## src/hw/rtl/hsc_pkg.sv

```systemverilog
// ---------------------------------------------------------------------------
// hsc_pkg
// Shared types and constants for the HSV shift and contrast pixel pipeline.
// ---------------------------------------------------------------------------
package hsc_pkg;

  typedef struct packed {
    logic [7:0] alpha_in;
    logic [7:0] red_in;
    logic [7:0] green_in;
    logic [7:0] blue_in;
    logic       in_target;
  } in_item_t;

  typedef struct packed {
    logic [7:0] alpha_out;
    logic [7:0] red_out;
    logic [7:0] green_out;
    logic [7:0] blue_out;
  } out_item_t;

  typedef struct packed {
    logic signed [8:0] hue_offset;
    logic signed [7:0] saturation_shift;
    logic signed [7:0] brightness_shift;
    logic signed [7:0] contrast_shift;
  } cfg_t;

  typedef enum logic [1:0] {
    CFG_HUE_OFFSET       = 2'd0,
    CFG_SATURATION_SHIFT = 2'd1,
    CFG_BRIGHTNESS_SHIFT = 2'd2,
    CFG_CONTRAST_SHIFT   = 2'd3
  } cfg_idx_t;

  localparam int CFG_DATA_W = 9;

  // sideband that follows every item down the pipe
  typedef struct packed {
    out_item_t pix;
    logic      pass;
  } px_side_t;

  typedef struct packed {
    px_side_t   px;
    logic       grey;
    logic [7:0] val;
  } div_side_t;

  // divider geometry
  localparam int DIV_STG   = 4;
  localparam int DIV_NUM_W = 25;
  localparam int HUE_DEN_W = 16;
  localparam int HUE_QW    = 12;
  localparam int SAT_DEN_W = 9;
  localparam int SAT_QW    = 16;

  localparam int FAC_W   = 23;
  localparam int LATENCY = 15;

endpackage

```

## src/hw/rtl/hsc_hsv2rgb.sv

```systemverilog
// ---------------------------------------------------------------------------
// hsc_hsv2rgb
// HSV back to RGB: sector weights, 257*V*K scaling, rounding to 8 bits.
// ---------------------------------------------------------------------------
module hsc_hsv2rgb (
  input  logic              clk,
  input  logic              rst_n,
  input  logic              in_valid,
  input  hsc_pkg::px_side_t in_side,
  input  logic [8:0]        hue,
  input  logic [7:0]        sat,
  input  logic [7:0]        val,
  output logic              out_valid,
  output hsc_pkg::px_side_t out_side,
  output logic [7:0]        red,
  output logic [7:0]        green,
  output logic [7:0]        blue
);
  import hsc_pkg::*;

  // floor(n / 3825) for n below 2**28
  localparam longint unsigned RCP_3825 = ((64'd1 << 41) + 64'd3824) / 64'd3825;

  function automatic logic [29:0] scale(logic [7:0] v, logic [13:0] k);
    logic [21:0] vk;
    vk = 22'(v) * 22'(k);
    return {vk, 8'b0} + 30'(vk);
  endfunction

  function automatic logic [15:0] div30600(logic [29:0] n);
    logic [30:0] n2;
    logic [57:0] prod;
    n2   = {n, 1'b0} + 31'd15300;
    prod = 58'(n2[30:3]) * 58'(RCP_3825);
    return prod[56:41];
  endfunction

  function automatic logic [7:0] to8(logic [15:0] c16);
    logic [16:0] t;
    t = 17'(c16) - 17'(c16[15:8]) + 17'd128;
    return t[15:8];
  endfunction

  logic [3:0] vld_r;
  px_side_t   side_d_r, side_e_r, side_f_r, side_g_r;
  logic [2:0] i_d_r, i_e_r, i_f_r;
  logic [7:0] v_d_r, v_e_r, v_f_r;
  logic       sz_d_r, sz_e_r, sz_f_r;
  logic [13:0] kp_r, kq_r, kt_r;
  logic [29:0] np_r, nq_r, nt_r;
  logic [15:0] cp_r, cq_r, ct_r;
  logic [7:0]  red_r, green_r, blue_r;

  logic [2:0]  i_nxt;
  logic [8:0]  base;
  logic [5:0]  f;
  logic [7:0]  p8, q8, t8;

  always_comb begin
    if (hue >= 9'd300)      begin i_nxt = 3'd5; base = 9'd300; end
    else if (hue >= 9'd240) begin i_nxt = 3'd4; base = 9'd240; end
    else if (hue >= 9'd180) begin i_nxt = 3'd3; base = 9'd180; end
    else if (hue >= 9'd120) begin i_nxt = 3'd2; base = 9'd120; end
    else if (hue >= 9'd60)  begin i_nxt = 3'd1; base = 9'd60;  end
    else                    begin i_nxt = 3'd0; base = 9'd0;   end
    f = 6'(hue - base);
  end

  always_ff @(posedge clk) begin
    if (!rst_n) begin
      vld_r <= '0;
    end else begin
      vld_r <= {vld_r[2:0], in_valid};
    end
  end

  always_ff @(posedge clk) begin
    side_d_r <= in_side;
    i_d_r    <= i_nxt;
    v_d_r    <= val;
    sz_d_r   <= (sat == 8'd0);
    kp_r     <= 14'd60 * 14'(8'd255 - sat);
    kq_r     <= 14'd15300 - 14'(sat) * 14'(f);
    kt_r     <= 14'd15300 - 14'(sat) * 14'(7'd60 - 7'(f));

    side_e_r <= side_d_r;
    i_e_r    <= i_d_r;
    v_e_r    <= v_d_r;
    sz_e_r   <= sz_d_r;
    np_r     <= scale(v_d_r, kp_r);
    nq_r     <= scale(v_d_r, kq_r);
    nt_r     <= scale(v_d_r, kt_r);

    side_f_r <= side_e_r;
    i_f_r    <= i_e_r;
    v_f_r    <= v_e_r;
    sz_f_r   <= sz_e_r;
    cp_r     <= div30600(np_r);
    cq_r     <= div30600(nq_r);
    ct_r     <= div30600(nt_r);

    side_g_r <= side_f_r;
  end

  always_ff @(posedge clk) begin
    if (sz_f_r) begin
      red_r <= v_f_r; green_r <= v_f_r; blue_r <= v_f_r;
    end else begin
      case (i_f_r)
        3'd0:    begin red_r <= v_f_r; green_r <= t8;    blue_r <= p8;    end
        3'd1:    begin red_r <= q8;    green_r <= v_f_r; blue_r <= p8;    end
        3'd2:    begin red_r <= p8;    green_r <= v_f_r; blue_r <= t8;    end
        3'd3:    begin red_r <= p8;    green_r <= q8;    blue_r <= v_f_r; end
        3'd4:    begin red_r <= t8;    green_r <= p8;    blue_r <= v_f_r; end
        default: begin red_r <= v_f_r; green_r <= p8;    blue_r <= q8;    end
      endcase
    end
  end

  assign p8 = to8(cp_r);
  assign q8 = to8(cq_r);
  assign t8 = to8(ct_r);

  assign out_valid = vld_r[3];
  assign out_side  = side_g_r;
  assign red       = red_r;
  assign green     = green_r;
  assign blue      = blue_r;

endmodule

```

## config.mk

```make
export PLATFORM = sky130hd
export DESIGN_NAME = hsc_hsv2rgb
export DESIGN_NICKNAME = d
export VERILOG_FILES = /design/src/hw/rtl/hsc_pkg.sv /design/src/hw/rtl/hsc_hsv2rgb.sv
export SDC_FILE = /design/constraint.sdc
export NUM_CORES = 2
export LEC_CHECK = 0
export ABC_AREA = 0
export BUFFER_PORTS_ARGS = -buffer_cell sky130_fd_sc_hd__buf_2
export CAP_MARGIN = 20
export CORE_ASPECT_RATIO = 1.4
export CORE_MARGIN = 3
export CORE_UTILIZATION = 42
export CTS_BUF_LIST = sky130_fd_sc_hd__clkbuf_8
export DETAILED_ROUTE_END_ITERATION = 6
export SKIP_LAST_GASP = 1
export SLEW_MARGIN = 20
export SYNTH_ARGS = -nofsm -noshare
export SYNTH_HDL_FRONTEND = slang
export SYNTH_SLANG_ARGS = --single-unit
```

## constraint.sdc

```tcl
create_clock -name clk -period 15.8 [get_ports clk]
set_input_delay 0 -clock clk [delete_from_list [all_inputs] [get_ports clk]]
set_output_delay 0 -clock clk [all_outputs]
set_load 0.02 [all_outputs]
```

After elaboration in Yosys (flattened, before gate mapping)
Cells that the tools add are included.

Word-level logic and storage cells: 100. Register bits: 374. Output and inout bits: 58. Input port bits: 61.

Muxes and demuxes: 15. $add $sub $neg: 17. Equality and inequality tests: 4. Reductions and logical operators: 7. Magnitude comparators: 5. Multiply operators: 9.

Operator list (count): 28-bit by 30-bit multiplier with 57-bit output, second input constant (3); 31-bit by 14-bit adder with 31-bit output, second input constant (3); 30-bit by 22-bit adder with 30-bit output (3); 8-bit case mux with 3 select lines (3); 16-bit by 8-bit adder with 16-bit output, second input constant (3); 16-bit by 8-bit subtractor with 16-bit output (3); 8-bit by 14-bit multiplier with 22-bit output (2); 6-bit 2-to-1 mux (5); 14-bit subtractor, first input constant (2); 8-bit 2-to-1 mux (3); 8-bit by 12-bit multiplier with 20-bit output (1); 9-bit by 8-bit >= comparator with 1-bit output, second input constant (2); 4-bit by 14-bit multiplier with 12-bit output, first input constant (1); 8-bit by 6-bit multiplier with 14-bit output (1); 9-bit by 7-bit multiplier with 14-bit output (1); 2-bit OR reduction (5); 9-bit by 6-bit >= comparator with 1-bit output, second input constant (1); 9-bit by 7-bit >= comparator with 1-bit output, second input constant (1); 9-bit >= comparator, second input constant (1); 8-bit by 8-bit subtractor with 9-bit output, first input constant (1); 8-bit logical NOT (1); 6-bit by 6-bit subtractor with 7-bit output, first input constant (1); 3-bit by 2-bit equality test with 1-bit output, second input constant (2); 6-bit subtractor (1); other kinds (5) (7).

Longest topological paths before layout
Word-level depth: 10. Mapped depth: 33. Mapped depth without buffers: 33.

Worst setup path after synthesis
Ideal clock, no wire load.

Path kind: reg-to-reg. Start: register np_r[5]. End: register cp_r[10]. Clock period less this slack: 7695 ps. Arrival: 7568 ps. Buffers on the path: 0. Data required time: 15673 ps. Setup slack: 8105 ps. Stages on the path, launching flop included: 31. Cells stage by stage: dfxtp_1 inv_1 ha_1 a21oi_1 nor4_1 nor4_1 nand3_1 xnor2_1 ha_1 fa_1 inv_1 fa_1 inv_1 fa_1 inv_1 fa_1 inv_1 fa_1 inv_1 fa_1 inv_1 ha_1 a2111o_1 a31oi_1 o311ai_0 o2bb2ai_2 o221ai_2 and2b_2 nor2_1 o21ai_0 xor2_1.

Longest elaborated chain between the ends: 2.

Ends and longest elaborated chain: start, declared (line hsc_hsv2rgb.sv:50) `logic [29:0] np_r, nq_r, nt_r;`; start signal, assigned (line hsc_hsv2rgb.sv:90) `np_r <= scale(v_d_r, kp_r);`; 31-bit by 14-bit adder with 31-bit output (line hsc_hsv2rgb.sv:33) `n2 = {n, 1'b0} + 31'd15300;`; 28-bit by 30-bit multiplier with 57-bit output (line hsc_hsv2rgb.sv:34) `prod = 58'(n2[30:3]) * 58'(RCP_3825);`; end signal, assigned (line hsc_hsv2rgb.sv:98) `cp_r <= div30600(np_r);`; end, declared (line hsc_hsv2rgb.sv:51) `logic [15:0] cp_r, cq_r, ct_r;`.

Every way passes these cells. A chain may end at the register's enable or synchronous reset.

Final worst setup path
Ends and elaborated chain as after synthesis.

==> impl_metrics.json <==
{
  "status": "completed",
  "placement.io_buffers": 118,
  "slew_headroom": 0.278,
  "slowest_delay_ns": 0.80,
  "track_usage": 0.200,
  "hpwl_um": 116000,
  "synth_ff_type": "dfxtp_1",
  "cp_top_family": "adder cells",
  "worstMarginPinSlew_ns": 1.08,
  "path_clk_slew_ns": 0.07,
  "yosysWarnings": 0,
  "finalCriticalPeriod_ns": 8.97,
  "grt_pass1_wl_um": 221000,
  "clock_sink_count": 369,
  "cp_common_cell": "inv_1",
  "ys_types": 94,
  "hp-class": "primary input to register",
  "fmax_mhz": 111,
  "synth_seq_cells": 369,
  "criticalPathCategory": "register to register",
  "synth_area_per_cell_um2": 9.72,
  "initial_core_util": 0.425,
  "wl_per_cell_um": 17.1,
  "place_congestion": 0.913,
  "setup_viol": 0,
  "critPathRequiredTime_ns": 16.37,
  "dieArea_um2": 139000,
  "cts-resized-gates": 0,
  "io_pins": 119,
  "critPathSlowestCell": "xnor2_1",
  "postRouteAntennaNets": 0,
  "yosysSeqAreaShare": 0.130,
  "fin_nets": 8188,
  "cts_inserted_buffers": 59,
  "tns_ns": 0,
  "critPathMaxFanout": 9,
  "critPathArrivalTime_ns": 9.54,
  "rsz0062_at_grt": "false",
  "core_um2": 133000,
  "area_growth_pct": 9.69,
  "hold_viol": 0,
  "finalCritPeriodShare": 0.568,
  "syn-instance-count": 5830,
  "drt_iter0_drc": 1556,
  "via_per_inst": 4.97,
  "num_vias": 39288,
  "drc": 0,
  "die_w_um": 317,
  "async_reset_ff_frac": 0,
  "cp-start-kind": "register",
  "path_buf_inv": 8,
  "maxCapViolCount": 0,
  "synth_edf_count": 0,
  "fin_skew_ns": 0.0404,
  "clkLatencyLatePin_ns": 0.71,
  "clk_path_buf_depth": 3,
  "synth_area_um2": 56700,
  "grt_max_degree": 41,
  "die-height_um": 441,
  "cts-root-buf": "clkbuf_8",
  "grt-ovfl-total": 0,
  "end_kind": "register",
  "first_global_vias": 42766,
  "drt-total-wl_um": 135000,
  "drt_first_pass_iters": 5,
  "synth_nets": 7918,
  "antenna_found_initial": 4,
  "drv_slew": 0,
  "cts_tree": "done",
  "rows": 158,
  "htree_levels": 2,
  "layout-drive-gt1-share": 0.0563
}
-- kinds of logic after synthesis --
group           count (synthesis)  synth area share
mux                             6           0.00106
flops                         369             0.130
xor+xnor                      288            0.0449
compound gates                634            0.0764
simple gates                 1034            0.0899
fa+ha+maj                    2027             0.560
buf+inv                      1472            0.0975
-- per-stage QoR --
step,worst slack (ns),std cells,area [um^2],hold slack [ns],util
finish,6.83,7911,62200,0.100,0.467
global route,6.24,7911,62200,0.0903,0.467
CTS,6.88,7910,62200,0.0120,0.467
detailed placement,6.91,7701,59700,0.104,0.448
global placement,6.93,7701,59700,0.102,0.448
floorplan,8.11,5830,56700,0.0277,-
-- synth_stat cells (65+ instances only) --
| cell | number | area [um^2] |
|---|---|---|
| ha_1 | 1176 | 14700 |
| nor2_1 | 213 | 800 |
| xor2_1 | 90 | 788 |
| nand2_1 | 320 | 1200 |
| nand3_1 | 65 | 325 |
| and2_1 | 215 | 1350 |
| fa_1 | 851 | 17000 |
| o21ai_0 | 109 | 546 |
| dfxtp_1 | 369 | 7390 |
| xnor2_1 | 195 | 1710 |
| inv_1 | 1407 | 5280 |
| a21oi_1 | 175 | 876 |
-- per-layer routing --
| metal | global-route usage | up-vias | part of all wire |
|---|---|---|---|
| met5 | 0 | - | 0.000089 |
| met4 | 0.0748 | 2 | 0.043 |
| met3 | 0.0196 | 230 | 0.028 |
| met2 | 0.370 | 573 | 0.52 |
| met1 | 0.238 | 19452 | 0.41 |
| li1 | - | 19031 | - |
-- path summary, 6_finish.rpt --
path / cells after the start / endpoint / slack [ns] / startpoint
worst min register to register: 0 / out_side[28] / 0.30 / side_f_r[28]
worst max register to register: 31 / cp_r[10] / 6.83 / np_r[5]
worst max-delay path: 31 / cp_r[10] / 6.83 / np_r[5]
worst min-delay path: 4 / kp_r[13] / 0.10 / sat[6]
-- worst min-delay path: stages --
cell and delay [ns]:
buf_2 0.23, inv_1 0.19, ha_1 0.25, xnor2_1 0.09
-- registers in the layout, summed over array words and instances, names as in the netlist, 3 cells and up --
signal,cells
i_d_r,3
nq_r,29
kt_r,14
vld_r,4
nt_r,29
i_e_r,3
v_e_r,8
blue,8
red,8
out_side,33
side_f_r,33
side_d_r,33
np_r,28
cq_r,16
v_d_r,8
v_f_r,8
side_e_r,33
kq_r,13
i_f_r,3
cp_r,16
ct_r,16
kp_r,12
green,8
-- placed cells by master (no fill, tap or decap), types with 65 or more instances in the layout --
master and count:
o21ai_0 109, fa_1 851, xor2_1 90, buf_2 118, dlygate4sd3_1 98, dfxtp_1 369, a21oi_1 175, xnor2_1 192
nand2_1 320, inv_1 1420, and2_1 215, clkbuf_8 72, nor2_1 213, ha_1 1176, nand3_1 65
-- layout make-up --
type / count / area, um^2
fill: 12802 / 71100
multi-input combinational: 3989 / 43800
sequential: 369 / 7390
inverter: 1409 / 5290
tap: 1760 / 2200
timing repair buffer: 272 / 1990
clock buffer: 72 / 991
clock inverter: 39 / 520
antenna: 1 / 2.50
-- what timing repair did --
action | 4_1_cts | 5_1_grt
endpoints found under the hold margin | 55 | 0
hold buffers | 98 | 0
setup endpoints to repair | 0 | 0
buffers inserted | 0 | 0
Power is left out: the tool's default activity adds up to more than one toggle a clock period on the data nets, which glitch-free logic cannot reach.
