`src/hw/rtl/hsc_pkg.sv`:
```
// ---------------------------------------------------------------------------
// hsc_pkg
// Shared types and constants for the HSV shift and contrast pixel pipeline.
// ---------------------------------------------------------------------------
package hsc_pkg;

  typedef struct packed {
    logic [7:0] alpha_in;
    logic [7:0] red_in;
    logic [7:0] green_in;
    logic [7:0] blue_in;
    logic       in_target;
  } in_item_t;

  typedef struct packed {
    logic [7:0] alpha_out;
    logic [7:0] red_out;
    logic [7:0] green_out;
    logic [7:0] blue_out;
  } out_item_t;

  typedef struct packed {
    logic signed [8:0] hue_offset;
    logic signed [7:0] saturation_shift;
    logic signed [7:0] brightness_shift;
    logic signed [7:0] contrast_shift;
  } cfg_t;

  typedef enum logic [1:0] {
    CFG_HUE_OFFSET       = 2'd0,
    CFG_SATURATION_SHIFT = 2'd1,
    CFG_BRIGHTNESS_SHIFT = 2'd2,
    CFG_CONTRAST_SHIFT   = 2'd3
  } cfg_idx_t;

  localparam int CFG_DATA_W = 9;

  // sideband that follows every item down the pipe
  typedef struct packed {
    out_item_t pix;
    logic      pass;
  } px_side_t;

  typedef struct packed {
    px_side_t   px;
    logic       grey;
    logic [7:0] val;
  } div_side_t;

  // divider geometry
  localparam int DIV_STG   = 4;
  localparam int DIV_NUM_W = 25;
  localparam int HUE_DEN_W = 16;
  localparam int HUE_QW    = 12;
  localparam int SAT_DEN_W = 9;
  localparam int SAT_QW    = 16;

  localparam int FAC_W   = 23;
  localparam int LATENCY = 15;

endpackage

```
`src/hw/rtl/hsc_div.sv`:
```
// ---------------------------------------------------------------------------
// hsc_div
// Pipelined restoring dividers for hue and saturation, a few quotient bits
// per stage, with the item sideband alongside.
// ---------------------------------------------------------------------------
module hsc_div (
  input  logic                             clk,
  input  logic                             rst_n,
  input  logic                             in_valid,
  input  hsc_pkg::div_side_t               in_side,
  input  logic [hsc_pkg::DIV_NUM_W-1:0]    hue_num,
  input  logic [hsc_pkg::HUE_DEN_W-1:0]    hue_den,
  input  logic [hsc_pkg::DIV_NUM_W-1:0]    sat_num,
  input  logic [hsc_pkg::SAT_DEN_W-1:0]    sat_den,
  output logic                             out_valid,
  output hsc_pkg::div_side_t               out_side,
  output logic [8:0]                       hue_q,
  output logic [hsc_pkg::SAT_QW-1:0]       sat_q
);
  import hsc_pkg::*;

  localparam int H_SPS = HUE_QW / DIV_STG;
  localparam int S_SPS = SAT_QW / DIV_STG;
  localparam int HCW   = DIV_NUM_W + HUE_QW;
  localparam int SCW   = DIV_NUM_W + SAT_QW;

  logic [DIV_STG:0]       vld_r;
  div_side_t              side_r    [DIV_STG+1];
  logic [DIV_NUM_W-1:0]   h_rem_r   [DIV_STG+1];
  logic [DIV_NUM_W-1:0]   h_rem_nxt [DIV_STG+1];
  logic [HUE_DEN_W-1:0]   h_den_r   [DIV_STG+1];
  logic [HUE_QW-1:0]      h_q_r     [DIV_STG+1];
  logic [HUE_QW-1:0]      h_q_nxt   [DIV_STG+1];
  logic [DIV_NUM_W-1:0]   s_rem_r   [DIV_STG+1];
  logic [DIV_NUM_W-1:0]   s_rem_nxt [DIV_STG+1];
  logic [SAT_DEN_W-1:0]   s_den_r   [DIV_STG+1];
  logic [SAT_QW-1:0]      s_q_r     [DIV_STG+1];
  logic [SAT_QW-1:0]      s_q_nxt   [DIV_STG+1];

  assign h_rem_nxt[0] = hue_num;
  assign h_q_nxt[0]   = '0;
  assign s_rem_nxt[0] = sat_num;
  assign s_q_nxt[0]   = '0;

  for (genvar j = 1; j <= DIV_STG; j++) begin : g_stg
    always_comb begin : c_hue
      logic [HCW-1:0]    r;
      logic [HCW-1:0]    sh;
      logic [HUE_QW-1:0] q;
      r = HCW'(h_rem_r[j-1]);
      q = h_q_r[j-1];
      for (int k = 0; k < H_SPS; k++) begin
        sh = HCW'(h_den_r[j-1]) << (HUE_QW - 1 - ((j - 1) * H_SPS + k));
        if (r >= sh) begin
          r = r - sh;
          q[HUE_QW - 1 - ((j - 1) * H_SPS + k)] = 1'b1;
        end
      end
      h_rem_nxt[j] = r[DIV_NUM_W-1:0];
      h_q_nxt[j]   = q;
    end

    always_comb begin : c_sat
      logic [SCW-1:0]    r;
      logic [SCW-1:0]    sh;
      logic [SAT_QW-1:0] q;
      r = SCW'(s_rem_r[j-1]);
      q = s_q_r[j-1];
      for (int k = 0; k < S_SPS; k++) begin
        sh = SCW'(s_den_r[j-1]) << (SAT_QW - 1 - ((j - 1) * S_SPS + k));
        if (r >= sh) begin
          r = r - sh;
          q[SAT_QW - 1 - ((j - 1) * S_SPS + k)] = 1'b1;
        end
      end
      s_rem_nxt[j] = r[DIV_NUM_W-1:0];
      s_q_nxt[j]   = q;
    end
  end

  always_ff @(posedge clk) begin
    if (!rst_n) begin
      vld_r <= '0;
    end else begin
      vld_r <= {vld_r[DIV_STG-1:0], in_valid};
    end
  end

  always_ff @(posedge clk) begin
    side_r[0]  <= in_side;
    h_den_r[0] <= hue_den;
    s_den_r[0] <= sat_den;
    for (int j = 0; j <= DIV_STG; j++) begin
      h_rem_r[j] <= h_rem_nxt[j];
      h_q_r[j]   <= h_q_nxt[j];
      s_rem_r[j] <= s_rem_nxt[j];
      s_q_r[j]   <= s_q_nxt[j];
    end
    for (int j = 1; j <= DIV_STG; j++) begin
      side_r[j]  <= side_r[j-1];
      h_den_r[j] <= h_den_r[j-1];
      s_den_r[j] <= s_den_r[j-1];
    end
  end

  assign out_valid = vld_r[DIV_STG];
  assign out_side  = side_r[DIV_STG];
  assign hue_q     = h_q_r[DIV_STG][8:0];
  assign sat_q     = s_q_r[DIV_STG];

endmodule

```
`config.mk`:
```
export PLATFORM = sky130hd
export DESIGN_NAME = hsc_div
export DESIGN_NICKNAME = d
export VERILOG_FILES = /design/src/hw/rtl/hsc_pkg.sv /design/src/hw/rtl/hsc_div.sv
export SDC_FILE = /design/constraint.sdc
export NUM_CORES = 1
export LEC_CHECK = 0
export BUFFER_PORTS_ARGS = -buffer_cell sky130_fd_sc_hd__buf_4
export CAP_MARGIN = 20
export CORE_ASPECT_RATIO = 1.5
export CORE_MARGIN = 5
export CORE_UTILIZATION = 60
export DETAILED_ROUTE_END_ITERATION = 8
export MAX_ROUTING_LAYER = met4
export PLACE_DENSITY = 0.84
export SLEW_MARGIN = 20
export SYNTH_ARGS = -nofsm -noshare
export SYNTH_HDL_FRONTEND = slang
export SYNTH_SLANG_ARGS = --single-unit
```
`constraint.sdc`:
```
create_clock -name clk -period 13.7 [get_ports clk]
set_clock_uncertainty 0.15 [all_clocks]
set_input_delay 0.685 -clock clk [delete_from_list [all_inputs] [get_ports clk]]
set_output_delay 0.685 -clock clk [all_outputs]
set_load 0.01 [all_outputs]
```
# Yosys cells after proc, flatten, opt, wreduce, memory -nomap -nowiden

Memory sizes are Yosys's and may differ from the RTL's.
Cells that the tools add are included.

Memories kept: 7
Bits in writable memories: 725
Output and inout port bits: 68
Register bits after elaboration: 5
Word-level logic and storage cells: 120
Bits of input ports: 120

Multiplexer cells: 56
Magnitude comparators: 28
Add/sub/neg operators: 28

Memories:

| memory      | depth | width | read ports | clocked after Yosys merged registers in | write ports | line          | RTL |
|---|---|---|---|---|---|---|---|
| side_r      | 5     | 42    | 5          | 0                                       | 5           | hsc_div.sv:28 | `div_side_t side_r [DIV_STG+1];` |
| h_rem_r     | 5     | 25    | 4          | 0                                       | 5           | hsc_div.sv:29 | `logic [DIV_NUM_W-1:0] h_rem_r [DIV_STG+1];` |
| s_rem_r     | 5     | 25    | 4          | 0                                       | 5           | hsc_div.sv:34 | `logic [DIV_NUM_W-1:0] s_rem_r [DIV_STG+1];` |
| h_den_r     | 5     | 16    | 4          | 0                                       | 5           | hsc_div.sv:31 | `logic [HUE_DEN_W-1:0] h_den_r [DIV_STG+1];` |
| s_q_r       | 5     | 16    | 5          | 0                                       | 5           | hsc_div.sv:37 | `logic [SAT_QW-1:0] s_q_r [DIV_STG+1];` |
| h_q_r       | 5     | 12    | 5          | 0                                       | 5           | hsc_div.sv:32 | `logic [HUE_QW-1:0] h_q_r [DIV_STG+1];` |
| +1 memories | --    | --    | --         | --                                      | --          | --            |  |

Operators by type and width:

| cell             | count |
|---|---|
| $mux 41          | 12 |
| $mux 37          | 8 |
| $mux 25          | 8 |
| $sub 25x24->26   | 2 |
| $ge 25x24->1     | 2 |
| $ge 41x10->1     | 1 |
| $ge 41x11->1     | 1 |
| $ge 41x13->1     | 1 |
| $ge 41x14->1     | 1 |
| $ge 41x15->1     | 1 |
| $ge 41x17->1     | 1 |
| $ge 41x18->1     | 1 |
| $ge 41x19->1     | 1 |
| $ge 41x21->1     | 1 |
| $ge 41x22->1     | 1 |
| $ge 41x23->1     | 1 |
| $ge 41x9->1      | 1 |
| $sub 41x10->41   | 1 |
| $sub 41x11->41   | 1 |
| $sub 41x14->41   | 1 |
| $sub 41x15->41   | 1 |
| $sub 41x18->41   | 1 |
| $sub 41x19->41   | 1 |
| $sub 41x22->41   | 1 |
| 34 further kinds | 61 |

# Logic depth before layout (Yosys ltp)

An unclocked memory read counts as a cell.

Depth in word-level cells: 9
Mapped depth: 60

# Worst setup path before layout

OpenSTA, ideal clock, no wires.

Kind: register to register
From: mem s_den_r[0][1]
To: mem s_rem_r[1][15], in the netlist s_rem_r[0][40]
Period minus slack after synthesis: 11131 ps
Setup slack: 2569 ps
Buffers on the path: 5
Data required time: 13429 ps
Cell stages (with the launch flop): 59
Arrival: 10860 ps
Library setup time: 121 ps
Cell sequence: dfxtp_1 inv_1 ha_1 nor2b_1 o21ai_0 a21oi_1 or4_1 a21o_1 buf_2 buf_1 a21oi_1 ha_1 nor2b_1 o21ai_0 a21oi_1 o31a_1 o21a_1 o21ai_0 [... 23 more ...] inv_1 ha_1 nor2b_1 o21ai_0 nand2b_1 and2_1 o21ai_0 nand2b_1 a21o_1 a21o_1 a21o_1 a21o_1 a311o_1 or3_1 nor2b_1 nand2_1 buf_2 mux2_2

RTL lines:

| what        | line          | RTL |
|---|---|---|
| from (decl) | hsc_div.sv:36 | `logic [SAT_DEN_W-1:0] s_den_r [DIV_STG+1];` |
| to (decl)   | hsc_div.sv:34 |  |

==> impl_metrics.yaml <==
clock_network:
  cts_buffer_depth: 3
  cts_root_buffer: "clkbuf_16"
  tritoncts: "done"
  cts_buffers: 52
  clk_latency_ns: 0.65
  htree_levels: 2
  clkSinkCount: 573
  clkTransAtPathRegs_ns: 0.07
drt:
  drtPass1Iterations: 6
  first_iter_violations: 2231
  wl_per_cell_um: 19.27
  viasPerCell: 6.112
  drt-total-wl_um: 98090
  dr_total_vias: 31116
  drc_errors: 0
  ant_nets: 0
yosys:
  synth_compound_area_frac: 0.2019
  synth_area_per_cell_sq_um: 8.656
  synth_top_area_frac: 0.3296
  async_reset_ff_frac: 0
  synth_area_sq_um: 34800
  synthCells: 4020
  synth_edf_count: 0
  yosys-top-cells-area: "dfxtp_1 33%, ha_1 12%, xnor2_1 4.8%"
  synth.area.mux_share: 0.04275
  synthAdderAreaFrac: 0.1358
  synth_top_family_by_area: "compound AO/OA/AOI/OAI gates"
  yosysSeqAreaShare: 0.3296
  synth_nets: 4502
  synth_ff_type: "dfxtp_1"
  netlist-cell-type-count: 102
  synth_seq_cells: 573
  yosys_warnings: 0
  synthSimpleGateAreaFrac: 0.1767
  synth_xor_area_frac: 0.06594
  yosysTopAreaCell: "dfxtp_1"
sta:
  worstMarginPinSlew_ns: 0.9586
  fmax_mhz: 76.14
  slew_violations: 0
  post-route-period-util: 0.9586
  period_needed_ns: 13.13
  hold_viol_final: 0
  slew_headroom: 0.3560
  final-setup-viol-count: 0
floorplanning:
  die_y_um: 305.0
  initial_core_util: 0.6031
  boundaryPins: 188
  design.die.area_sq_um: 63010
  chipWidth_um: 206.6
  coreArea_sq_um: 57700
  num_rows: 108
worst_setup_path:
  end_kind: "flip-flop"
  crit_fanout: 17
  critPathMaxStageDelay_ns: 0.64
  cp-start-kind: "flip-flop"
  cp.arrival_ns: 13.53
  path_class: "reg2reg"
  path_common_cell: "o21ai_0"
  cp_slowest_cell: "or4_1"
  cp.required_ns: 14.09
finish:
  nFillCells: 4405
  drive_above_1_share: 0.1181
  synthToLayoutAreaGrowth_pct: 14.39
  finalNetCount: 4755
  finish.utilization: 0.6899
job:
  drv_cap: 0
status:
  status: "finished clean"
grt:
  gr-total-overflow: 0
  antenna_found_initial: 3
  grt_max_degree: 31
  grt.total_usage: 0.3095
  grt_pass1_vias: 31705
  grt_pass1_wl_um: 155900
hold_path:
  hp-class: "in2reg"
placement:
  io_buffers: 187
  gp_congestion: 1.013
  dp_hpwl_um: 72490
cells in the final DEF, fill, tap and decap left out, drive strengths merged, types with 98 or more instances in the layout:
cell type	count
a21o	125
a21oi	296
buf	216
dfxtp	573
dlygate4sd3	98
ha	336
inv	283
mux2	109
nand2	282
nor2	308
o21ai	256
xnor2	189
worst max-delay path, delay by kind of cell, from the launching register on:
family | cells | cell delay [ns]
buf+inv | 5 | 0.85
fa+ha+maj | 5 | 1.66
mux | 1 | 0.39
flops | 1 | 0.40
compound gates | 25 | 5.67
simple gates | 18 | 3.87
per-stage QoR:
stage	setup slack [ns]	area, sq um	instances	hold WS, ns	setup TNS (ns)
floorplan	2.569	34800	4020	0.1596	0
global placement	1.010	36790	4889	0.1597	0
detailed placement	0.6788	36790	4889	0.1621	0
CTS	0.5796	39760	5085	0.00001560	0
global route	-0.01036	39800	5089	0.002368	-0.02822
finish	0.5671	39810	5091	0.01684	0
routing by layer:
metal,share of wire,global-route usage,up-vias
met5,0,-,-
met4,0.070,0.1914,0
met3,0.059,0.05244,485
met2,0.51,0.5459,1198
met1,0.36,0.3151,14484
li1,-,-,14949
area by class of cell:
class | count | area (sq um) | area share
diodes | 4 | 10.01 | 0.0002515
clock buffers | 60 | 1401 | 0.03520
clock inverters | 38 | 588.1 | 0.01477
inverters | 276 | 1040 | 0.02612
multi-input cells | 3056 | 21730 | 0.5459
flip-flops and latches | 573 | 11470 | 0.2882
well taps | 770 | 963.4 | 0.02420
repair buffers | 314 | 2603 | 0.06538
registers in the layout (all words and copies together), names as in the netlist:
name,cells
h_den_r,64
h_q_r,18
h_rem_r,100
s_den_r,36
s_q_r,40
s_rem_r,100
side_r,210
vld_r,5
Yosys cell counts (32+ instances only):
cell type and number:
a211oi_1 35, a21boi_0 38, a21o_1 124, a21oi_1 293
a31oi_1 32, and2_1 40, buf_4 45, clkbuf_1 52
dfxtp_1 573, ha_1 336, inv_1 271, mux2_2 107
nand2_1 282, nand2b_1 57, nand3_1 87, nand4_1 74
nor2_1 307, nor2b_1 65, nor3_1 82, nor4_1 38
o21a_1 43, o21ai_0 251, o21bai_1 36, o31ai_1 41
or3_1 33, xnor2_1 189, xor2_1 73
final timing paths:
path | from | endpoint | slack, ns | cells past startpoint
min | in_side[17] | side_r[0][17] | 0.02 | 1
min reg2reg | h_q_r[2][7] | h_q_r[3][7] | 0.16 | 0
max reg2reg | s_den_r[0][1] | s_rem_r[0][40] | 0.57 | 54
max | s_den_r[0][1] | s_rem_r[0][40] | 0.57 | 54
cells by family (layout without fill, tap and decap cells):
kind of cell / after synthesis / count (layout)
multiplexers: 135 / 135
adder cells (fa/ha/maj): 362 / 362
other: 0 / 4
flip-flops: 573 / 573
AND/OR/NAND/NOR: 1211 / 1211
AO/OA/AOI/OAI: 1086 / 1086
XOR/XNOR: 262 / 262
buffers and inverters: 391 / 688
what timing repair did:
action	in CTS	in global routing
setup endpoints to repair	0	14
hold buffers	98	0
hold endpoints to repair	98	0
gates resized for setup	0	7
buffers inserted	0	2
Power is not shown: default switching activity piles up to over one toggle a cycle in this logic, so the estimate is an artifact.
