## config.mk

```make
export PLATFORM = sky130hd
export DESIGN_NAME = hsc_adjust
export DESIGN_NICKNAME = d
export VERILOG_FILES = /design/src/hw/rtl/hsc_pkg.sv /design/src/hw/rtl/hsc_adjust.sv
export SDC_FILE = /design/constraint.sdc
export NUM_CORES = 1
export LEC_CHECK = 0
export BUFFER_PORTS_ARGS = -buffer_cell sky130_fd_sc_hd__clkbuf_2
export CELL_PAD_IN_SITES_DETAIL_PLACEMENT = 1
export CELL_PAD_IN_SITES_GLOBAL_PLACEMENT = 1
export CORE_UTILIZATION = 49
export CTS_CLUSTER_SIZE = 28
export DETAILED_ROUTE_END_ITERATION = 8
export MAX_ROUTING_LAYER = met4
export PLACE_DENSITY = 0.83
export SETUP_SLACK_MARGIN = 0.05
export SYNTH_ARGS = -nofsm -noshare
export SYNTH_HDL_FRONTEND = slang
export SYNTH_SLANG_ARGS = --single-unit
```

## constraint.sdc

```tcl
create_clock -name clk -period 9.6 [get_ports clk]
set_clock_uncertainty 0.05 [all_clocks]
set_input_delay 1.44 -clock clk [delete_from_list [all_inputs] [get_ports clk]]
set_output_delay 1.44 -clock clk [all_outputs]
set_load 0.1 [all_outputs]
```

## src/hw/rtl/hsc_pkg.sv

```systemverilog
// ---------------------------------------------------------------------------
// hsc_pkg
// Shared types and constants for the HSV shift and contrast pixel pipeline.
// ---------------------------------------------------------------------------
package hsc_pkg;

  typedef struct packed {
    logic [7:0] alpha_in;
    logic [7:0] red_in;
    logic [7:0] green_in;
    logic [7:0] blue_in;
    logic       in_target;
  } in_item_t;

  typedef struct packed {
    logic [7:0] alpha_out;
    logic [7:0] red_out;
    logic [7:0] green_out;
    logic [7:0] blue_out;
  } out_item_t;

  typedef struct packed {
    logic signed [8:0] hue_offset;
    logic signed [7:0] saturation_shift;
    logic signed [7:0] brightness_shift;
    logic signed [7:0] contrast_shift;
  } cfg_t;

  typedef enum logic [1:0] {
    CFG_HUE_OFFSET       = 2'd0,
    CFG_SATURATION_SHIFT = 2'd1,
    CFG_BRIGHTNESS_SHIFT = 2'd2,
    CFG_CONTRAST_SHIFT   = 2'd3
  } cfg_idx_t;

  localparam int CFG_DATA_W = 9;

  // sideband that follows every item down the pipe
  typedef struct packed {
    out_item_t pix;
    logic      pass;
  } px_side_t;

  typedef struct packed {
    px_side_t   px;
    logic       grey;
    logic [7:0] val;
  } div_side_t;

  // divider geometry
  localparam int DIV_STG   = 4;
  localparam int DIV_NUM_W = 25;
  localparam int HUE_DEN_W = 16;
  localparam int HUE_QW    = 12;
  localparam int SAT_DEN_W = 9;
  localparam int SAT_QW    = 16;

  localparam int FAC_W   = 23;
  localparam int LATENCY = 15;

endpackage

```

## src/hw/rtl/hsc_adjust.sv

```systemverilog
// ---------------------------------------------------------------------------
// hsc_adjust
// Saturation to 8 bits, hue rotation, and the percent shifts of saturation
// and value.
// ---------------------------------------------------------------------------
module hsc_adjust (
  input  logic                     clk,
  input  logic                     rst_n,
  input  hsc_pkg::cfg_t            cfg,
  input  logic                     in_valid,
  input  hsc_pkg::div_side_t       in_side,
  input  logic [8:0]               hue_q,
  input  logic [hsc_pkg::SAT_QW-1:0] sat_q,
  output logic                     out_valid,
  output hsc_pkg::px_side_t        out_side,
  output logic [8:0]               hue,
  output logic [7:0]               sat,
  output logic [7:0]               val
);
  import hsc_pkg::*;

  // floor(n / 200) for 16-bit n
  localparam logic [32:0] RCP_200 = 33'd83887;

  function automatic logic [15:0] shift_num(logic [7:0] x, logic signed [7:0] sh);
    logic [7:0]  mag;
    logic [7:0]  base;
    logic [15:0] prod;
    mag  = sh[7] ? 8'(-sh) : 8'(sh);
    base = sh[7] ? x : 8'(8'd255 - x);
    prod = 16'(base) * 16'(mag);
    return {prod[14:0], 1'b0} + 16'd100;
  endfunction

  function automatic logic [7:0] shift_apply(logic [7:0] x, logic [15:0] num,
                                             logic signed [7:0] sh);
    logic [32:0]        prod;
    logic [8:0]         q;
    logic [9:0]         up;
    logic signed [10:0] dn;
    logic [7:0]         res;
    prod = 33'(num) * RCP_200;
    q    = prod[32:24];
    up   = 10'(x) + 10'(q);
    dn   = $signed({3'b0, x}) - $signed({2'b0, q});
    if (sh == 8'sd0)   res = x;
    else if (sh[7])    res = (dn < 0) ? 8'd0 : dn[7:0];
    else               res = (up > 10'd255) ? 8'd255 : up[7:0];
    return res;
  endfunction

  // stage A, B and C registers, then stage A logic
  logic [2:0]  vld_r;
  px_side_t    side_a_r, side_b_r, side_c_r;
  logic [8:0]  hue_a_r, hue_b_r, hue_c_r;
  logic [7:0]  sat_a_r, val_a_r, sat_b_r, val_b_r, sat_c_r, val_c_r;
  logic [15:0] sat_n_r, val_n_r;

  logic [16:0]        s_tmp;
  logic [8:0]         hue_base;
  logic signed [10:0] hsum;
  logic [8:0]         hue_nxt;
  logic [7:0]         sat_nxt;

  always_comb begin
    s_tmp    = 17'(sat_q) - 17'(sat_q[15:8]) + 17'd128;
    sat_nxt  = in_side.grey ? 8'd0 : s_tmp[15:8];
    // grey has no hue: it counts as red
    hue_base = in_side.grey ? 9'd0 : hue_q;
    hsum     = $signed({2'b0, hue_base}) + 11'(cfg.hue_offset);
    if (hsum < 0)             hsum = hsum + 11'sd360;
    else if (hsum >= 11'sd360) hsum = hsum - 11'sd360;
    hue_nxt  = (cfg.hue_offset == 9'sd0) ? hue_base : hsum[8:0];
  end

  always_ff @(posedge clk) begin
    if (!rst_n) begin
      vld_r <= '0;
    end else begin
      vld_r <= {vld_r[1:0], in_valid};
    end
  end

  always_ff @(posedge clk) begin
    side_a_r <= in_side.px;
    hue_a_r  <= hue_nxt;
    sat_a_r  <= sat_nxt;
    val_a_r  <= in_side.val;

    side_b_r <= side_a_r;
    hue_b_r  <= hue_a_r;
    sat_b_r  <= sat_a_r;
    val_b_r  <= val_a_r;
    sat_n_r  <= shift_num(sat_a_r, cfg.saturation_shift);
    val_n_r  <= shift_num(val_a_r, cfg.brightness_shift);

    side_c_r <= side_b_r;
    hue_c_r  <= hue_b_r;
    sat_c_r  <= shift_apply(sat_b_r, sat_n_r, cfg.saturation_shift);
    val_c_r  <= shift_apply(val_b_r, val_n_r, cfg.brightness_shift);
  end

  assign out_valid = vld_r[2];
  assign out_side  = side_c_r;
  assign hue       = hue_c_r;
  assign sat       = sat_c_r;
  assign val       = val_c_r;

endmodule

```

=== Word level (Yosys, flattened, before mapping) ===
Cells that the tools add are included.

* Input port bits: 103
* Register bits after elaboration: 209

* $mul: 4
* Add/sub/neg operators: 15
* Mux-type cells: 16
* $lt $le $gt $ge: 6
* Reduce and logical (&&, ||, !) cells: 3

{| class="wikitable"
|+ Operators by type and width
! cell !! number
|-
| $mux 8 || 12
|-
| $mul 16x17->33 const B || 2
|-
| $mux 9 || 4
|-
| $add 16x7->16 const B || 2
|-
| $mul 8x8->15 || 2
|-
| $add 8x9->10 || 2
|-
| $gt 10x8->1 const B || 2
|-
| $lt 10x1->1 const B || 2
|-
| $sub 8x9->10 || 2
|-
| $add 16x8->16 const B || 1
|-
| $logic_not 8->1 || 2
|-
| $neg 8->8 || 2
|-
| $sub 16x8->16 || 1
|-
| $sub 8x8->8 const A || 2
|-
| $add 10x9->11 || 1
|-
| $ge 11x10->1 const B || 1
|-
| $lt 11x1->1 const B || 1
|-
| $add 9x9->9 const B || 1
|-
| $logic_not 9->1 || 1
|-
| $sub 9x9->9 const B || 1
|}

=== Depth between registers and ports, before layout ===
* Depth in word-level cells: 6
* Depth in mapped cells: 33

=== Least setup slack after synthesis ===
Ideal clock, no wire load.

* Kind: reg-to-reg
* Start: register sat_n_r[11]
* End: register sat_c_r[4] (netlist: sat[4])
* Buffers on the path: 0
* Path slack: 1.904 ns
* Cell stages (with the launch flop): 30
* Arrival time: 7.505 ns
* Library setup time: 0.141 ns
* Cells stage by stage: dfxtp_1 fa_1 fa_1 inv_1 fa_1 inv_1 fa_1 fa_1 fa_1 ha_1 a21o_1 a21o_1 a21o_1 a21o_1 a21oi_1 o22ai_1 o21ai_0 o21a_1 inv_1 fa_1 nor2b_1 o21ai_1 a21boi_1 o21ai_1 a21boi_1 o21ai_0 or4_1 mux2i_1 or2_4 o311ai_2

* Longest elaborated chain between the ends: 6

{| class="wikitable"
|+ RTL lines
! what !! RTL line !! RTL
|-
| start: declaration || hsc_adjust.sv:57 || <nowiki>logic [15:0] sat_n_r, val_n_r;</nowiki>
|-
| start signal: assignment || hsc_adjust.sv:94 || <nowiki>sat_n_r <= shift_num(sat_a_r, cfg.saturation_shift);</nowiki>
|-
| $mul 16x17->33 (*) || hsc_adjust.sv:42 || <nowiki>prod = 33'(num) * RCP_200;</nowiki>
|-
| $add 8x9->10 / $sub 8x9->10 (equally long branches) || hsc_adjust.sv:44, hsc_adjust.sv:45 ||
|-
| $gt 10x8->1 / $lt 10x1->1 (equally long branches) || hsc_adjust.sv:48, hsc_adjust.sv:47 ||
|-
| $mux 8 (on tied branches) || hsc_adjust.sv:48, hsc_adjust.sv:47 ||
|-
| $mux 8 (*) || hsc_adjust.sv:47 || <nowiki>else if (sh[7]) res = (dn < 0) ? 8'd0 : dn[7:0];</nowiki>
|-
| $mux 8 (*) || hsc_adjust.sv:46 || <nowiki>if (sh == 8'sd0) res = x;</nowiki>
|-
| end signal: assignment || hsc_adjust.sv:99 || <nowiki>sat_c_r <= shift_apply(sat_b_r, sat_n_r, cfg.saturation_shift);</nowiki>
|-
| end: declaration || hsc_adjust.sv:56 || <nowiki>logic [7:0] sat_a_r, val_a_r, sat_b_r, val_b_r, sat_c_r, val_c_r;</nowiki>
|}

Every way passes the cells marked *; elsewhere a longest branch is shown, timed or not.
A chain may end at the register's enable or synchronous reset.

=== Worst setup path after layout ===
* Start: register val_n_r[11]
* End: register val_c_r[0] (netlist: val[0])

* Longest elaborated chain between the ends: 6

{| class="wikitable"
|+ RTL lines
! what !! RTL line !! RTL
|-
| start: declaration || hsc_adjust.sv:57 ||
|-
| start signal: assignment || hsc_adjust.sv:95 || <nowiki>val_n_r <= shift_num(val_a_r, cfg.brightness_shift);</nowiki>
|-
| $mul 16x17->33 (*) || hsc_adjust.sv:42 ||
|-
| $add 8x9->10 / $sub 8x9->10 (equally long branches) || hsc_adjust.sv:44, hsc_adjust.sv:45 ||
|-
| $gt 10x8->1 / $lt 10x1->1 (equally long branches) || hsc_adjust.sv:48, hsc_adjust.sv:47 ||
|-
| $mux 8 (on tied branches) || hsc_adjust.sv:48, hsc_adjust.sv:47 ||
|-
| $mux 8 (*) || hsc_adjust.sv:47 ||
|-
| $mux 8 (*) || hsc_adjust.sv:46 ||
|-
| end signal: assignment || hsc_adjust.sv:100 || <nowiki>val_c_r <= shift_apply(val_b_r, val_n_r, cfg.brightness_shift);</nowiki>
|-
| end: declaration || hsc_adjust.sv:56 ||
|}

Marked as above.

==> metrics.txt <==
CTS tree=done; Critical Path Start Type=flip-flop; Slew Viols, Final=0; layout cells sized above 1=0.1003; maximum clock path buffer count=3; total gr overflow=0; fin nets=3043; worst min path class=flip-flop to flip-flop; initial detailed-routing violation count=580; Starting Density=0.4995; Post-route DRC=0; I/O pins=162; largest net degree at the start of global routing=33; pre-CTS setup slack=0.7652 ns; final hold vios=0; Max FO, Critical Path=6; Layout area overhead=10.38%; Die Footprint=43790 um2; hold slack=0.2732 ns; Die Height=209.3 um; CTS hold repair buffers=0; Core Area=42130 um2; most frequent cells in the layout=inv_1 (436), ha_1 (397), fa_1 (255); Mapped Avg Cell Area=9.900 um2; GPL Wtd Cong=0.9191; Rel. slew slack=0.4116; ANT cells=0; Layout Utilization=0.5514; flop2flop setup slack=0.76 ns; final critical path time including I/O delays and setup=8.838 ns; vias=15.40k; Clk Latency, worst-skew pair=0.56 ns; Finish-stage setup viols=0; first-pass GRT wire length=90810 um; initial antenna violation count=0; sequential-to-total area share from yosys stat=0.1969; syn nets=2881; slowest library cell on the worst path=a311oi_1; Final period util=0.9206; GR Util All Layers=0.2702; setup TNS=0 ns; crit path kind=flip-flop to flip-flop; H-Tree Depth=1; Worst-path clk slew=0.06 ns; CTS root buffer=clkbuf_16; Clock Sinks=207; crit path DAT=9.24 ns; synthesized area=21050 um2; port bufs=153; CTS Buf Count=24; Post-Route WL=56050 um; ys async rst share=0; cell mode on critical path=fa_1; worst path required time=10.00 ns; postcts setup bufs=0; Post-synth EDFFs=0; RSZ-0062 raised after global routing=false; largest stage delay on the critical path=0.73 ns; status=finished, final reports clean; DPL Wire Length=46680 um; Die Wd=209.3 um; vias in the first global route=17.82k; drt via density=5.416; Worst-Margin Slew=0.8767 ns; synthesis warning total=0; PnR worst setup slack=0.7618 ns; FF+latch count, synth=207; DRT antenna net count=0; Synth Instances=2126; commonest non-fill, non-tap cell in the layout=inv_1; max-cap violation count=0; DR WL/cell=19.72 um; post-synth cell types=83; critical path capture point type=flip-flop; Synth Flop Type=dfxtp_1; Fmax=0.1131 GHz; Cell Rows=75; DRT Pass-1 Iters=5; post-cts sizing count=0
==> Yosys cell counts, types with 10 or more instances <==
cell type  instances  area (um2)
nor2_1            94       352.8
nand3_1           20       100.1
or2_2             12       75.07
o21bai_1          21       157.7
a21oi_1           71       355.3
nor2b_1           23       143.9
fa_1             255        5105
a21o_1            34       255.2
nand2b_1          10       62.56
or3_1             11       68.82
xnor2_1           97       849.6
nand2_1          116       435.4
and3_1            10       62.56
and2_1            22       137.6
inv_1            436        1637
clkbuf_1          11       41.29
ha_1             397        4967
dfxtp_1          207        4144
nor3_1            16       80.08
xor2_1            46       402.9
o21ai_0           59       295.3
o21a_1            10       75.07
o21ai_1           10       50.05
==> kinds of logic after synthesis <==
kind of cell,synth area share
buffers and inverters,0.08126
DFF,0.1969
muxes,0.003626
adders and majority gates,0.4785
AOI/OAI and AO/OA,0.09523
xor gates and xnor gates,0.05951
and+or+nand+nor,0.08495
==> cell type report <==
type,instances,area (um2)
Fill cell,4727,18900
Timing Repair Buffer,155,780.7
Clock buffer,29,639.4
Clock inverter,13,163.9
Multi-Input combinational cell,1464,15190
Tap cell,539,674.4
Inverter,436,1637
Sequential cell,207,4144
==> path summary, 6_finish.rpt <==
| kind | startpoint | to | depth (start not counted) |
|---|---|---|---|
| min | side_a_r[6]$_DFF_P_ | side_b_r[6]$_DFF_P_ | 0 |
| max reg2reg | val_n_r[11]$_DFF_P_ | val[0]$_DFF_P_ | 29 |
| max | val_n_r[11]$_DFF_P_ | val[0]$_DFF_P_ | 29 |
| min reg2reg | side_a_r[6]$_DFF_P_ | side_b_r[6]$_DFF_P_ | 0 |
==> sequential cells by signal, summed over array words and instances (netlist names), 9 cells and up <==
name      flops
out_side     33
side_a_r     33
side_b_r     33
sat_n_r      15
val_n_r      15
hue           9
hue_a_r       9
hue_b_r       9
==> per-layer routing <==
| layer | vias to the layer above | wire length (um) | share of wire | GRT usage |
|---|---|---|---|---|
| met5 | - | 0 | 0 | - |
| met3 | 119 | 2254 | 0.040 | 0.03890 |
| met4 | 0 | 1908 | 0.034 | 0.08976 |
| met1 | 7765 | 22150 | 0.40 | 0.2967 |
| li1 | 7197 | - | - | - |
| met2 | 318 | 29740 | 0.53 | 0.4984 |
==> worst max-delay path: cells and delay by family, from the launching register on <==
kind                       cells  cell delay (ns)
muxes                          1             0.29
AOI/OAI and AO/OA             14             3.22
adders and majority gates      8             3.93
xor gates and xnor gates       1             0.16
buffers and inverters          2             0.12
DFF                            1             0.50
and+or+nand+nor                3             0.44
==> through the flow <==
step,area (um2),cells
after global routing,23230,2843
after detailed placement,22430,2801
after CTS,23230,2843
after floorplan,21050,2126
after global placement,22430,2801
final,23230,2843
Power is not shown: default switching activity piles up to over one toggle a cycle in this logic, so the estimate is an artifact.
